### src/rtl/rcmp_pkg.sv
// Shared types, constants and codes for the remapped checked memory port.
package rcmp_pkg;

   // Default sizes handed down from the top level
   localparam int MAP_SLOTS_DEF = 4;
   localparam int ROM_WORDS_DEF = 16384;
   localparam int RAM_WORDS     = 2048;

   // Action codes
   localparam logic [2:0] ACT_READ       = 3'd0;
   localparam logic [2:0] ACT_WRITE      = 3'd1;
   localparam logic [2:0] ACT_RAW_LOAD   = 3'd2;
   localparam logic [2:0] ACT_MAP_ADD    = 3'd3;
   localparam logic [2:0] ACT_MAP_REMOVE = 3'd4;

   // Access size codes; anything above halfword is a word access
   localparam logic [1:0] SIZE_BYTE = 2'd0;
   localparam logic [1:0] SIZE_HALF = 2'd1;

   // Fault codes
   localparam logic [2:0] FAULT_NONE      = 3'd0;
   localparam logic [2:0] FAULT_UNALIGNED = 3'd1;
   localparam logic [2:0] FAULT_ROM_WRITE = 3'd2;
   localparam logic [2:0] FAULT_BAD_SRAM  = 3'd3;
   localparam logic [2:0] FAULT_MAP_FULL  = 3'd4;

   // Address map: top nibble selects the region
   localparam logic [3:0]  REGION_ROM_LO = 4'h0;
   localparam logic [3:0]  REGION_ROM_HI = 4'h1;
   localparam logic [3:0]  REGION_RAM_LO = 4'h2;
   localparam logic [3:0]  REGION_RAM_HI = 4'h3;
   localparam logic [31:0] RAM_LIMIT     = 32'h2000_2000;
   localparam logic [29:0] RAM_WORD_BASE = 30'h0800_0000;

   typedef struct packed {
      logic [2:0]  action;
      logic [31:0] addr;
      logic [1:0]  size_code;
      logic [31:0] write_data;
      logic [31:0] map_target;
      logic [31:0] map_length;
      logic [1:0]  map_slot;
   } req_type;

   typedef struct packed {
      logic [31:0] read_data;
      logic [2:0]  fault;
      logic [1:0]  slot_index;
   } rsp_type;

   // Remap table update request
   typedef struct packed {
      logic        add;
      logic        remove;
      logic [31:0] base;
      logic [31:0] target;
      logic [31:0] length;
      logic [1:0]  slot;
   } map_upd_type;

   // Outcome of a slot search for an add
   typedef struct packed {
      logic       full;
      logic [1:0] slot_index;
   } map_add_type;

   // One word access to the backing stores
   typedef struct packed {
      logic        en;
      logic        we;
      logic [3:0]  be;
      logic [29:0] word;
      logic [31:0] data;
   } mem_cmd_type;

   typedef enum logic [2:0] {
      ST_CLEAR,
      ST_IDLE,
      ST_XLATE,
      ST_CHECK,
      ST_RDATA,
      ST_LOAD_LO,
      ST_LOAD_HI,
      ST_DONE
   } state_type;

endpackage

### src/rtl/rcmp_map_table.sv
// Remap slot table: address translation, free slot search and slot updates.
module rcmp_map_table import rcmp_pkg::*; #(
   parameter int MAP_SLOTS = MAP_SLOTS_DEF
) (
   input  logic        clock,
   input  logic        reset,
   input  logic [31:0] lookup_addr,
   output logic [31:0] xlate_addr,
   input  map_upd_type upd,
   output map_add_type add_res
);

   localparam int SLOT_W = (MAP_SLOTS > 1) ? $clog2(MAP_SLOTS) : 1;

   logic [31:0] src_base_ff [MAP_SLOTS];
   logic [31:0] dest_base_ff [MAP_SLOTS];
   logic [31:0] win_len_ff [MAP_SLOTS];

   logic [31:0]       offs [MAP_SLOTS];
   logic [MAP_SLOTS-1:0] hit;
   logic              hit_found;
   logic              free_found;
   logic [SLOT_W-1:0] free_idx;
   logic              rm_ok;
   logic [SLOT_W-1:0] rm_idx;

   always_comb begin
      for (int i = 0; i < MAP_SLOTS; i++) begin
         offs[i] = lookup_addr - src_base_ff[i];
         hit[i]  = (win_len_ff[i] != '0) && (offs[i] < win_len_ff[i]);
      end
   end

   // Lowest occupied slot whose window holds the address wins
   always_comb begin
      hit_found  = 1'b0;
      xlate_addr = lookup_addr;
      for (int i = 0; i < MAP_SLOTS; i++) begin
         if (!hit_found && hit[i]) begin
            hit_found  = 1'b1;
            xlate_addr = offs[i] + dest_base_ff[i];
         end
      end
   end

   always_comb begin
      free_found = 1'b0;
      free_idx   = '0;
      for (int i = 0; i < MAP_SLOTS; i++) begin
         if (!free_found && (win_len_ff[i] == '0)) begin
            free_found = 1'b1;
            free_idx   = SLOT_W'(i);
         end
      end
   end

   assign add_res.full       = !free_found;
   assign add_res.slot_index = free_found ? 2'(free_idx) : 2'd0;

   assign rm_ok  = int'(upd.slot) < MAP_SLOTS;
   assign rm_idx = SLOT_W'(upd.slot);

   always_ff @(posedge clock) begin
      if (reset) begin
         for (int i = 0; i < MAP_SLOTS; i++) begin
            win_len_ff[i] <= '0;
         end
      end else begin
         if (upd.add && free_found) begin
            win_len_ff[free_idx] <= upd.length;
         end
         if (upd.remove && rm_ok) begin
            win_len_ff[rm_idx] <= '0;
         end
      end
   end

   always_ff @(posedge clock) begin
      if (upd.add && free_found) begin
         src_base_ff[free_idx]  <= upd.base;
         dest_base_ff[free_idx] <= upd.target;
      end
   end

endmodule

### config.mk
export PLATFORM = sky130hd
export DESIGN_NAME = rcmp_map_table
export DESIGN_NICKNAME = d
export VERILOG_FILES = /design/src/rtl/rcmp_pkg.sv /design/src/rtl/rcmp_map_table.sv
export SDC_FILE = /design/constraint.sdc
export NUM_CORES = 1
export LEC_CHECK = 0
export BUFFER_PORTS_ARGS = -buffer_cell sky130_fd_sc_hd__buf_4
export CORE_ASPECT_RATIO = 1.4
export CORE_MARGIN = 8
export CORE_UTILIZATION = 40
export DETAILED_ROUTE_END_ITERATION = 12
export SLEW_MARGIN = 20
export SYNTH_ARGS = -nofsm -noshare
export SYNTH_HDL_FRONTEND = slang
export SYNTH_SLANG_ARGS = --single-unit
### constraint.sdc
create_clock -name clock -period 13.9 [get_ports clock]
set_input_delay 1.39 -clock clock [delete_from_list [all_inputs] [get_ports clock]]
set_output_delay 1.39 -clock clock [all_outputs]
set_load 0.1 [all_outputs]
==> out/metrics.yaml, run 1 <==
synth.net_count: 3652
nets: 3816
hp-class: "reg -> reg"
whs_path_depth: 2
drive_above_1_share_pct: 9.412
grt.total_usage_pct: 25.93
seqCellArea_um2: 10250
fillerInstances: 7070
synthTopCellsByCount: "373 x ha_1, 321 x inv_1, 299 x nor2_1, 271 x a21oi_1, 256 x edfxtp_1"
wirelength_um: 109100
ctsHtreeMaxLevel: 2
cp-start-kind: "input port"
r2r_end: "src_base_ff[1][11]"
preCtsSetupSlack_ns: 4.303
ys_warn_count: 0
status: "finished clean"
clk_latency_ns: 0.60
clock_path_buffers: 3
period_minus_slack_ns: 9.794
cts_resized: 0
synthCells: 3137
synth_flop_cell: "edfxtp_1"
crit_arrival_ns: 8.40
fin_hold_ws_ns: 0.5058
holdPathEnd: "win_len_ff[2][18]"
worstPathRequired_ns: 12.51
tightestPinTransition_ns: 1.140
synth.most_common_cell: "ha_1"
die_y_um: 333.8
core-area_um2: 71410
postCtsHoldBufs: 0
wl_per_cell_um: 25.49
ys_ff_latch: 384
antenna_left: 0
drt_iter0_drc: 2011
reg2reg_slack_ns: 10.09
ys_seq_area_share_pct: 35.52
cts-root-buf: "clkbuf_16"
setup_tns_ns: 0
multi_input_area_um2: 17160
r2r-start: "win_len_ff[1][31]"
area_delta_synth_final_pct: 13.70
io_buffers: 168
dieWidth_um: 243.0
dp_hpwl_um: 88340
tritoncts: "yes"
synth_cell_types: 97
vias: 24702
slew_headroom_pct: 23.72
start_util_pct: 40.41
synth_area_leaders: "edfxtp_1 27%, ha_1 16%, dfxtp_1 8.9%"
min_from: "win_len_ff[2][18]"
fin_util_pct: 45.95
worst_slack_ns: 4.106
finalMaxSlewViolations: 0
grt_max_degree: 72
cts.reportedPaths.clkPinSlew_ns: 0.06
gp_routability_congestion: 1.002
clock_skew_ns: 0.03164
synth.avg_cell_area_um2: 9.200
reg2regPathDepth: 6
cts_buffers: 45
antenna_found_initial: 1
grt_first_pass_wirelength_um: 157900
worstSetupPathType: "in -> out"
row_count: 116
synth_top_area_share_pct: 26.64
endpoint_kind: "output pin"
postSynth.asyncResetShare_pct: 0
cts_sinks: 384
rsz0062_at_grt: "false"
synth_area_um2: 28860
ios: 169
finalHoldViolations: 0
fin_crit_sh_pct: 70.46
post_drt_via_cell_ratio: 5.770
drt_pre_antenna_iters: 10
setup_violations: 0
critPathMaxFanout: 10
synth-edff-count: 256
cts_setup_buffers: 0
grt_overflow: 0
drc: 0
max_freq_mhz: 102.1
maxCapViolCount: 0
dieArea_um2: 81120
grt_pass1_vias: 24552
synth_top_cell_by_area: "edfxtp_1"
[placed cells by master (no fill, tap or decap), types with 9 or more instances in the layout]
| cell type | count |
|---|---|
| xor2_1 | 71 |
| ha_1 | 373 |
| nand2b_1 | 26 |
| nor2_1 | 294 |
| and3_1 | 20 |
| nor4_1 | 38 |
| nor2b_1 | 31 |
| inv_1 | 321 |
| a22oi_1 | 34 |
| nand2_1 | 159 |
| mux2i_1 | 15 |
| clkbuf_16 | 48 |
| o211ai_1 | 20 |
| a221oi_1 | 10 |
| dfxtp_1 | 128 |
| a21oi_1 | 271 |
| o21bai_1 | 30 |
| nor3_1 | 39 |
| a211oi_1 | 28 |
| o31ai_1 | 14 |
| o21ai_1 | 54 |
| edfxtp_1 | 256 |
| or3_1 | 18 |
| xnor2_1 | 140 |
| a21o_1 | 152 |
| o21a_1 | 43 |
| a22o_1 | 9 |
| buf_4 | 188 |
| a2bb2oi_1 | 62 |
| o21ai_0 | 104 |
| nand3_1 | 44 |
| nand4_1 | 47 |
| a31oi_1 | 32 |
[metal layers]
layer  wire length, um  GRT usage, %  share of wire (%)  vias to the layer above
li1                  -             -                  -                    11851
met1             40270         28.25                 37                    11707
met2             52820         44.94                 48                      845
met3              5067         2.800                4.6                      299
met4             10960         21.90                 10                        0
met5                 0             0                  0                        -
[state kept, by name, indices dropped and copies added (netlist names)]
| name | flops |
|---|---|
| dest_base_ff | 128 |
| src_base_ff | 128 |
| win_len_ff | 128 |
[logic make-up after synthesis]
family | count (synthesis) | synth area share (%)
AND/OR/NAND/NOR | 769 | 12.61
AO/OA/AOI/OAI | 978 | 22.71
XOR/XNOR | 213 | 6.568
flip-flops | 384 | 35.52
multiplexers | 19 | 0.6763
adder cells (fa/ha/maj) | 381 | 16.73
buffers and inverters | 393 | 5.185
[stage by stage]
step / cell area, um^2 / std cells
after CTS: 32810 / 4280
after floorplan: 28860 / 3137
after global placement: 31210 / 4198
final: 32810 / 4281
after detailed placement: 31210 / 4198
after global routing: 32810 / 4281
[cell type report]
cell class / count / area share, %
Antenna cell: 1 / 0.007626
Clock inverter: 20 / 0.8389
Clock buffer: 62 / 4.030
Inverter: 322 / 3.683
Tap cell: 944 / 3.599
Timing Repair Buffer: 188 / 4.301
Multi-Input combinational cell: 2360 / 52.30
Sequential cell: 384 / 31.24
[worst max path at each step]
stage               slack [ns]  depth (start not counted)              to      startpoint
floorplan                 4.49                         26  xlate_addr[12]  lookup_addr[0]
global placement          4.37                         24  xlate_addr[24]  lookup_addr[0]
detailed placement        4.30                         26  xlate_addr[24]  lookup_addr[0]
CTS                       4.29                         26  xlate_addr[24]  lookup_addr[0]
global route              3.82                         27  xlate_addr[12]  lookup_addr[0]
finish                    4.11                         26  xlate_addr[24]  lookup_addr[0]
[worst max-delay path: stages]
cell	delay, ns
buf_4	0.10
inv_1	0.17
ha_1	0.25
nor2b_1	0.09
o2111ai_1	0.38
and3_1	0.29
nor3_1	0.10
o31ai_1	0.58
a31oi_1	0.33
o21a_1	0.25
o21ai_0	0.17
nand2b_1	0.07
a21oi_1	0.17
xnor2_1	0.40
ha_1	0.38
a21o_1	0.18
a21o_1	0.17
a21oi_1	0.17
nor2_1	0.06
a2111oi_0	0.38
o31a_1	0.38
nand3_1	0.61
or4_1	0.71
o211a_1	0.15
o31ai_1	0.10
buf_4	0.36
Power of run 1 is not shown: default switching activity piles up to over one toggle a cycle in this logic, so the estimate is an artifact.
==> run 2, diff against run 1 <==
clock period = 9.55 ns   (was 13.9 ns; I/O delays follow)
==> run 2 against run 1 <==
Effect of this change:
- critical path depth decreased by 2
- worst setup slack got worse by 3.6 ns
- sequential cell count unchanged
- via count increased by 0.63%
- sequential share of layout area about the same
- register-to-register slack got worse by 4.4 ns
- die area unchanged
- core utilization increased by 0.072 points
- global-route usage increased by 0.090 points
- non-clock buffer count increased by 5
- critical path type unchanged
- highest routed layer is now met5
==> out/metrics.yaml, run 2 (synthesis results as in run 1) <==
worstSetupPathType: "in -> out"  # unchanged
dp_hpwl_um: 89560  # was 88340 um
cts_sinks: 384  # unchanged
min_from: "win_len_ff[2][21]"  # was win_len_ff[2][18]
cts_buffers: 44  # was 45
holdPathEnd: "win_len_ff[2][21]"  # was win_len_ff[2][18]
reg2reg_slack_ns: 5.65  # was 10.09 ns
antenna_left: 0  # unchanged
io_buffers: 168  # unchanged
final_cell_mix: "373 x ha_1, 322 x inv_1, 294 x nor2_1, 271 x a21oi_1, 256 x edfxtp_1"  # was 373 x ha_1, 321 x inv_1, 294 x nor2_1, 271 x a21oi_1, 256 x edfxtp_1
r2r-start: "win_len_ff[2][31]"  # was win_len_ff[1][31]
period_minus_slack_ns: 9.073
cp-start-kind: "input port"  # unchanged
postCtsHoldBufs: 0  # unchanged
antenna_found_initial: 4  # was 1
setup_violations: 0  # unchanged
crit_arrival_ns: 8.12  # was 8.40 ns
grt_first_pass_wirelength_um: 157400  # was 157900 um
slew_headroom_pct: 31.36  # was 23.72%
grt.total_usage_pct: 26.02  # was 25.93%
drt_pre_antenna_iters: 8  # was 10
die_y_um: 333.8  # unchanged
vias: 24857  # was 24702
maxCapViolCount: 0  # unchanged
status: "finished clean"  # unchanged
wirelength_um: 110100  # was 109100 um
critPathMaxFanout: 14  # was 10
drive_above_1_share_pct: 9.608  # was 9.412%
setup_tns_ns: 0  # unchanged
wl_per_cell_um: 25.68  # was 25.49 um
crit_start: "lookup_addr[0]"  # unchanged
reg2regPathDepth: 5  # was 6
finalMaxSlewViolations: 0  # unchanged
grt_pass1_vias: 24291  # was 24552
hp-class: "reg -> reg"  # unchanged
row_count: 116  # unchanged
max_freq_mhz: 110.2
finalHoldViolations: 0  # unchanged
dieWidth_um: 243.0  # unchanged
rsz0062_at_grt: "false"  # unchanged
grt_max_degree: 72  # unchanged
fin_hold_ws_ns: 0.5056  # was 0.5058 ns
cts-root-buf: "clkbuf_16"  # unchanged
fin_crit_sh_pct: 95.01
core-area_um2: 71410  # unchanged
ios: 169  # unchanged
placed_cells: 4203  # was 4198
layout.cells.non_filler: 4288  # was 4281
post_drt_via_cell_ratio: 5.797  # was 5.770
r2r_end: "src_base_ff[2][7]"  # was src_base_ff[1][11]
dieArea_um2: 81120  # unchanged
start_util_pct: 40.41  # unchanged
cts_setup_buffers: 0  # unchanged
nets: 3820  # was 3816
reg_top3: "dest_base_ff x128, src_base_ff x128, win_len_ff x128"  # unchanged
fillerInstances: 7034  # was 7070
drt_iter0_drc: 1786  # was 2011
tritoncts: "yes"  # unchanged
ctsHtreeMaxLevel: 2  # unchanged
drc: 0  # unchanged
dpl_cell_area_um2: 31260  # was 31210 um^2
clock_skew_ns: 0.02612  # was 0.03164 ns
final_common_cell: "ha_1"  # unchanged
gp_routability_congestion: 1.011  # was 1.002
clk_latency_ns: 0.60  # about the same
whs_path_depth: 2  # unchanged
tightestPinTransition_ns: 1.022  # was 1.140 ns
cts.reportedPaths.clkPinSlew_ns: 0.07  # was 0.06 ns
cts_resized: 0  # unchanged
endpoint_kind: "output pin"  # unchanged
design_area_um2: 32870  # was 32810 um^2
area_delta_synth_final_pct: 13.88  # was 13.70%
worstPathRequired_ns: 8.60  # was 12.51 ns
clock_path_buffers: 3  # unchanged
grt_overflow: 0  # unchanged
[run 2: cell types whose count changed in the layout (fill, tap and decap cells not counted), sizes merged]
cell	previous run	this run
buf	188	193
bufinv	6	7
clkbuf	62	53
clkinv	7	12
diode	1	3
inv	326	329
[run 2: layer usage]
metal	vias to the layer above	GRT usage, %	wire, um
li1	11881	-	-
met1	11756	27.54	39560
met2	902	45.68	54100
met3	316	3.080	5419
met4	2	22.40	11030
met5	-	0	13
[run 2: critical path, cell delays in order]
cell       delay (ns)
buf_4            0.12
inv_1            0.20
ha_1             0.24
fa_1             0.22
nor2b_1          0.06
o21a_1           0.18
o21ai_1          0.27
a21oi_1          0.20
a311o_1          0.40
a21o_1           0.26
a221oi_2         0.37
a221o_1          0.24
a21oi_1          0.12
nor4b_1          0.26
a211o_1          0.26
ha_1             0.28
nand4_1          0.13
nor2_1           0.08
a2111oi_2        0.89
nand2_1          0.49
and3_1           0.58
and3_1           0.27
o31ai_1          0.59
buf_4            0.41
[run 2: how the worst max path moves through the flow]
stage,endpoint,depth (start not counted)
6_report,xlate_addr[12],24
2_1_floorplan,xlate_addr[12],26
5_1_grt,xlate_addr[12],26
3_3_place_gp,xlate_addr[12],24
3_5_place_dp,xlate_addr[21],27
4_1_cts,xlate_addr[12],24
[run 2: stage by stage]
| step | utilization, % | setup slack [ns] |
|---|---|---|
| after global routing | 46.02 | 0.1789 |
| final | 46.02 | 0.4765 |
| after global placement | 43.78 | 0.7033 |
| after CTS | 46.01 | 0.6854 |
| after floorplan | - | 1.011 |
| after detailed placement | 43.78 | 0.7273 |
[run 2: final cells by class]
type	count	area (um^2)	share of cell area, %
clock buffer	53	1239	3.769
clock inverter	29	355.3	1.081
timing repair buffer	193	1461	4.447
multi-input combinational	2360	17160	52.22
antenna	3	7.507	0.02284
inverter	322	1209	3.678
tap	944	1181	3.594
sequential	384	10250	31.19
Power of run 2 is left out for the same reason.
==> run 3, diff against run 2 <==
CTS_BUF_LIST = sky130_fd_sc_hd__clkbuf_16   (was not set)
==> run 3 against run 2 <==
Effect of this change:
- core utilization shrank 0.056 points
- final cell count unchanged
- sequential cell count stayed put
- non-clock buffer count unchanged
- final area down 0.12%
- largest cell class unchanged
==> out/metrics.yaml, run 3 (synthesis results as in run 1) <==
status: "finished clean"  # unchanged
cts_buffers: 44  # unchanged
grt_overflow: 0  # unchanged
postCtsHoldBufs: 0  # unchanged
slew_headroom_pct: 31.10  # was 31.36%
dp_hpwl_um: 89560  # unchanged
area_delta_synth_final_pct: 13.74  # was 13.88%
grt_max_degree: 72  # unchanged
cts_setup_buffers: 0  # unchanged
fin_crit_sh_pct: 94.22  # was 95.01%
reg_top3: "dest_base_ff x128, src_base_ff x128, win_len_ff x128"  # unchanged
crit_end: "xlate_addr[21]"  # was xlate_addr[12]
grt_first_pass_wirelength_um: 157500  # was 157400 um
cts.reportedPaths.clkPinSlew_ns: 0.07  # about the same
clock_path_buffers: 3  # unchanged
hp-class: "reg -> reg"  # unchanged
wl_met1_um: 39780  # was 39560 um
vias: 24841  # was 24857
top_layer_used: "met5"  # unchanged
antenna_left: 0  # unchanged
clock_skew_ns: 0.02772  # was 0.02612 ns
io_buffers: 168  # unchanged
crit_start: "lookup_addr[0]"  # unchanged
setup_violations: 0  # unchanged
endpoint_kind: "output pin"  # unchanged
antenna_found_initial: 4  # unchanged
row_count: 116  # unchanged
cp-start-kind: "input port"  # unchanged
finalMaxSlewViolations: 0  # unchanged
max_freq_mhz: 111.1  # was 110.2 MHz
reg2reg_slack_ns: 5.58  # was 5.65 ns
final_cell_mix: "373 x ha_1, 324 x inv_1, 294 x nor2_1, 271 x a21oi_1, 256 x edfxtp_1"  # was 373 x ha_1, 322 x inv_1, 294 x nor2_1, 271 x a21oi_1, 256 x edfxtp_1
reg2regPathDepth: 11  # was 5
grt.total_usage_pct: 26.02  # about the same
tritoncts: "yes"  # unchanged
dieArea_um2: 81120  # unchanged
fin_hold_ws_ns: 0.5072  # was 0.5056 ns
core-area_um2: 71410  # unchanged
final_common_cell: "ha_1"  # unchanged
maxCapViolCount: 0  # unchanged
route.met3.wl_um: 5317  # was 5419 um
crit_arrival_ns: 8.04  # was 8.12 ns
dieWidth_um: 243.0  # unchanged
r2r-start: "win_len_ff[3][31]"  # was win_len_ff[2][31]
drt_pre_antenna_iters: 6  # was 8
critPathMaxFanout: 15  # was 14
nets: 3820  # unchanged
tightestPinTransition_ns: 1.026  # was 1.022 ns
die_y_um: 333.8  # unchanged
path_common_cell: "buf_4"
post_drt_via_cell_ratio: 5.793  # was 5.797
ios: 169  # unchanged
rsz0062_at_grt: "false"  # unchanged
wl_per_cell_um: 25.68  # about the same
start_util_pct: 40.41  # unchanged
setup_tns_ns: 0  # unchanged
finalHoldViolations: 0  # unchanged
ctsHtreeMaxLevel: 2  # unchanged
worstSetupPathType: "in -> out"  # unchanged
drc: 0  # unchanged
r2r_end: "win_len_ff[3][30]"  # was src_base_ff[2][7]
max_stage_delay_ns: 0.89  # about the same
period_minus_slack_ns: 8.998  # was 9.073 ns
grt_pass1_vias: 24301  # was 24291
clk_latency_ns: 0.60  # about the same
drt_iter0_drc: 1739  # was 1786
cts_resized: 0  # unchanged
cpMaxStageDelayCell: "a2111oi_2"  # unchanged
wirelength_um: 110100  # about the same
gp_routability_congestion: 1.011  # unchanged
cts_sinks: 384  # unchanged
cts-root-buf: "clkbuf_16"  # unchanged
drive_above_1_share_pct: 9.518  # was 9.608%
wl_met2_um: 53870  # was 54100 um
worstPathRequired_ns: 8.60  # about the same
run 3: cell types whose count changed in the layout (fill, tap and decap cells not counted):
| cell | delta |
|---|---|
| clkbuf_8 | -4 |
| clkinv_1 | +3 |
| clkbuf_1 | -2 |
| inv_1 | +2 |
| inv_2 | +1 |
run 3: worst min-delay path by stage:
stage / from / end / slack (ns) / cells past startpoint
final: win_len_ff[2][21] / win_len_ff[2][21] / 0.51 / 2
after CTS: win_len_ff[2][5] / win_len_ff[2][5] / 0.51 / 2
after detailed placement: win_len_ff[2][5] / win_len_ff[2][5] / 0.49 / 2
after global routing: upd[72] / src_base_ff[0][6] / 0.55 / 1
after floorplan: win_len_ff[2][15] / win_len_ff[2][15] / 0.46 / 2
after global placement: win_len_ff[2][17] / win_len_ff[2][17] / 0.48 / 2
run 3: cell type report:
| class | instances | area [um^2] |
|---|---|---|
| multi-input cells | 2360 | 17160 |
| clock inverters | 35 | 377.9 |
| inverters | 322 | 1209 |
| diodes | 3 | 7.507 |
| repair buffers | 193 | 1461 |
| flip-flops and latches | 384 | 10250 |
| fillers | 7041 | 38580 |
| well taps | 944 | 1181 |
| clock buffers | 47 | 1176 |
run 3: stage by stage:
stage               worst slack [ns]  area, um^2  util, %  std cells
floorplan                      1.011       28860        -       3137
global placement              0.7033       31260    43.78       4203
detailed placement            0.7273       31260    43.78       4203
CTS                           0.6854       32820    45.96       4285
global route                  0.1789       32830    45.97       4288
finish                        0.5516       32830    45.97       4288
run 3: per-layer routing:
layer	global-route usage, %	up-vias
li1	-	11884
met1	27.51	11722
met2	45.73	907
met3	3.080	326
met4	22.40	2
met5	0	-
run 3: critical path, delay by kind of cell:
family | cells | cell delay [ns]
buffers and inverters | 5 | 1.22
adder cells (fa/ha/maj) | 3 | 0.76
AO/OA/AOI/OAI | 13 | 3.86
AND/OR/NAND/NOR | 6 | 1.22
Power of run 3 is left out for the same reason.
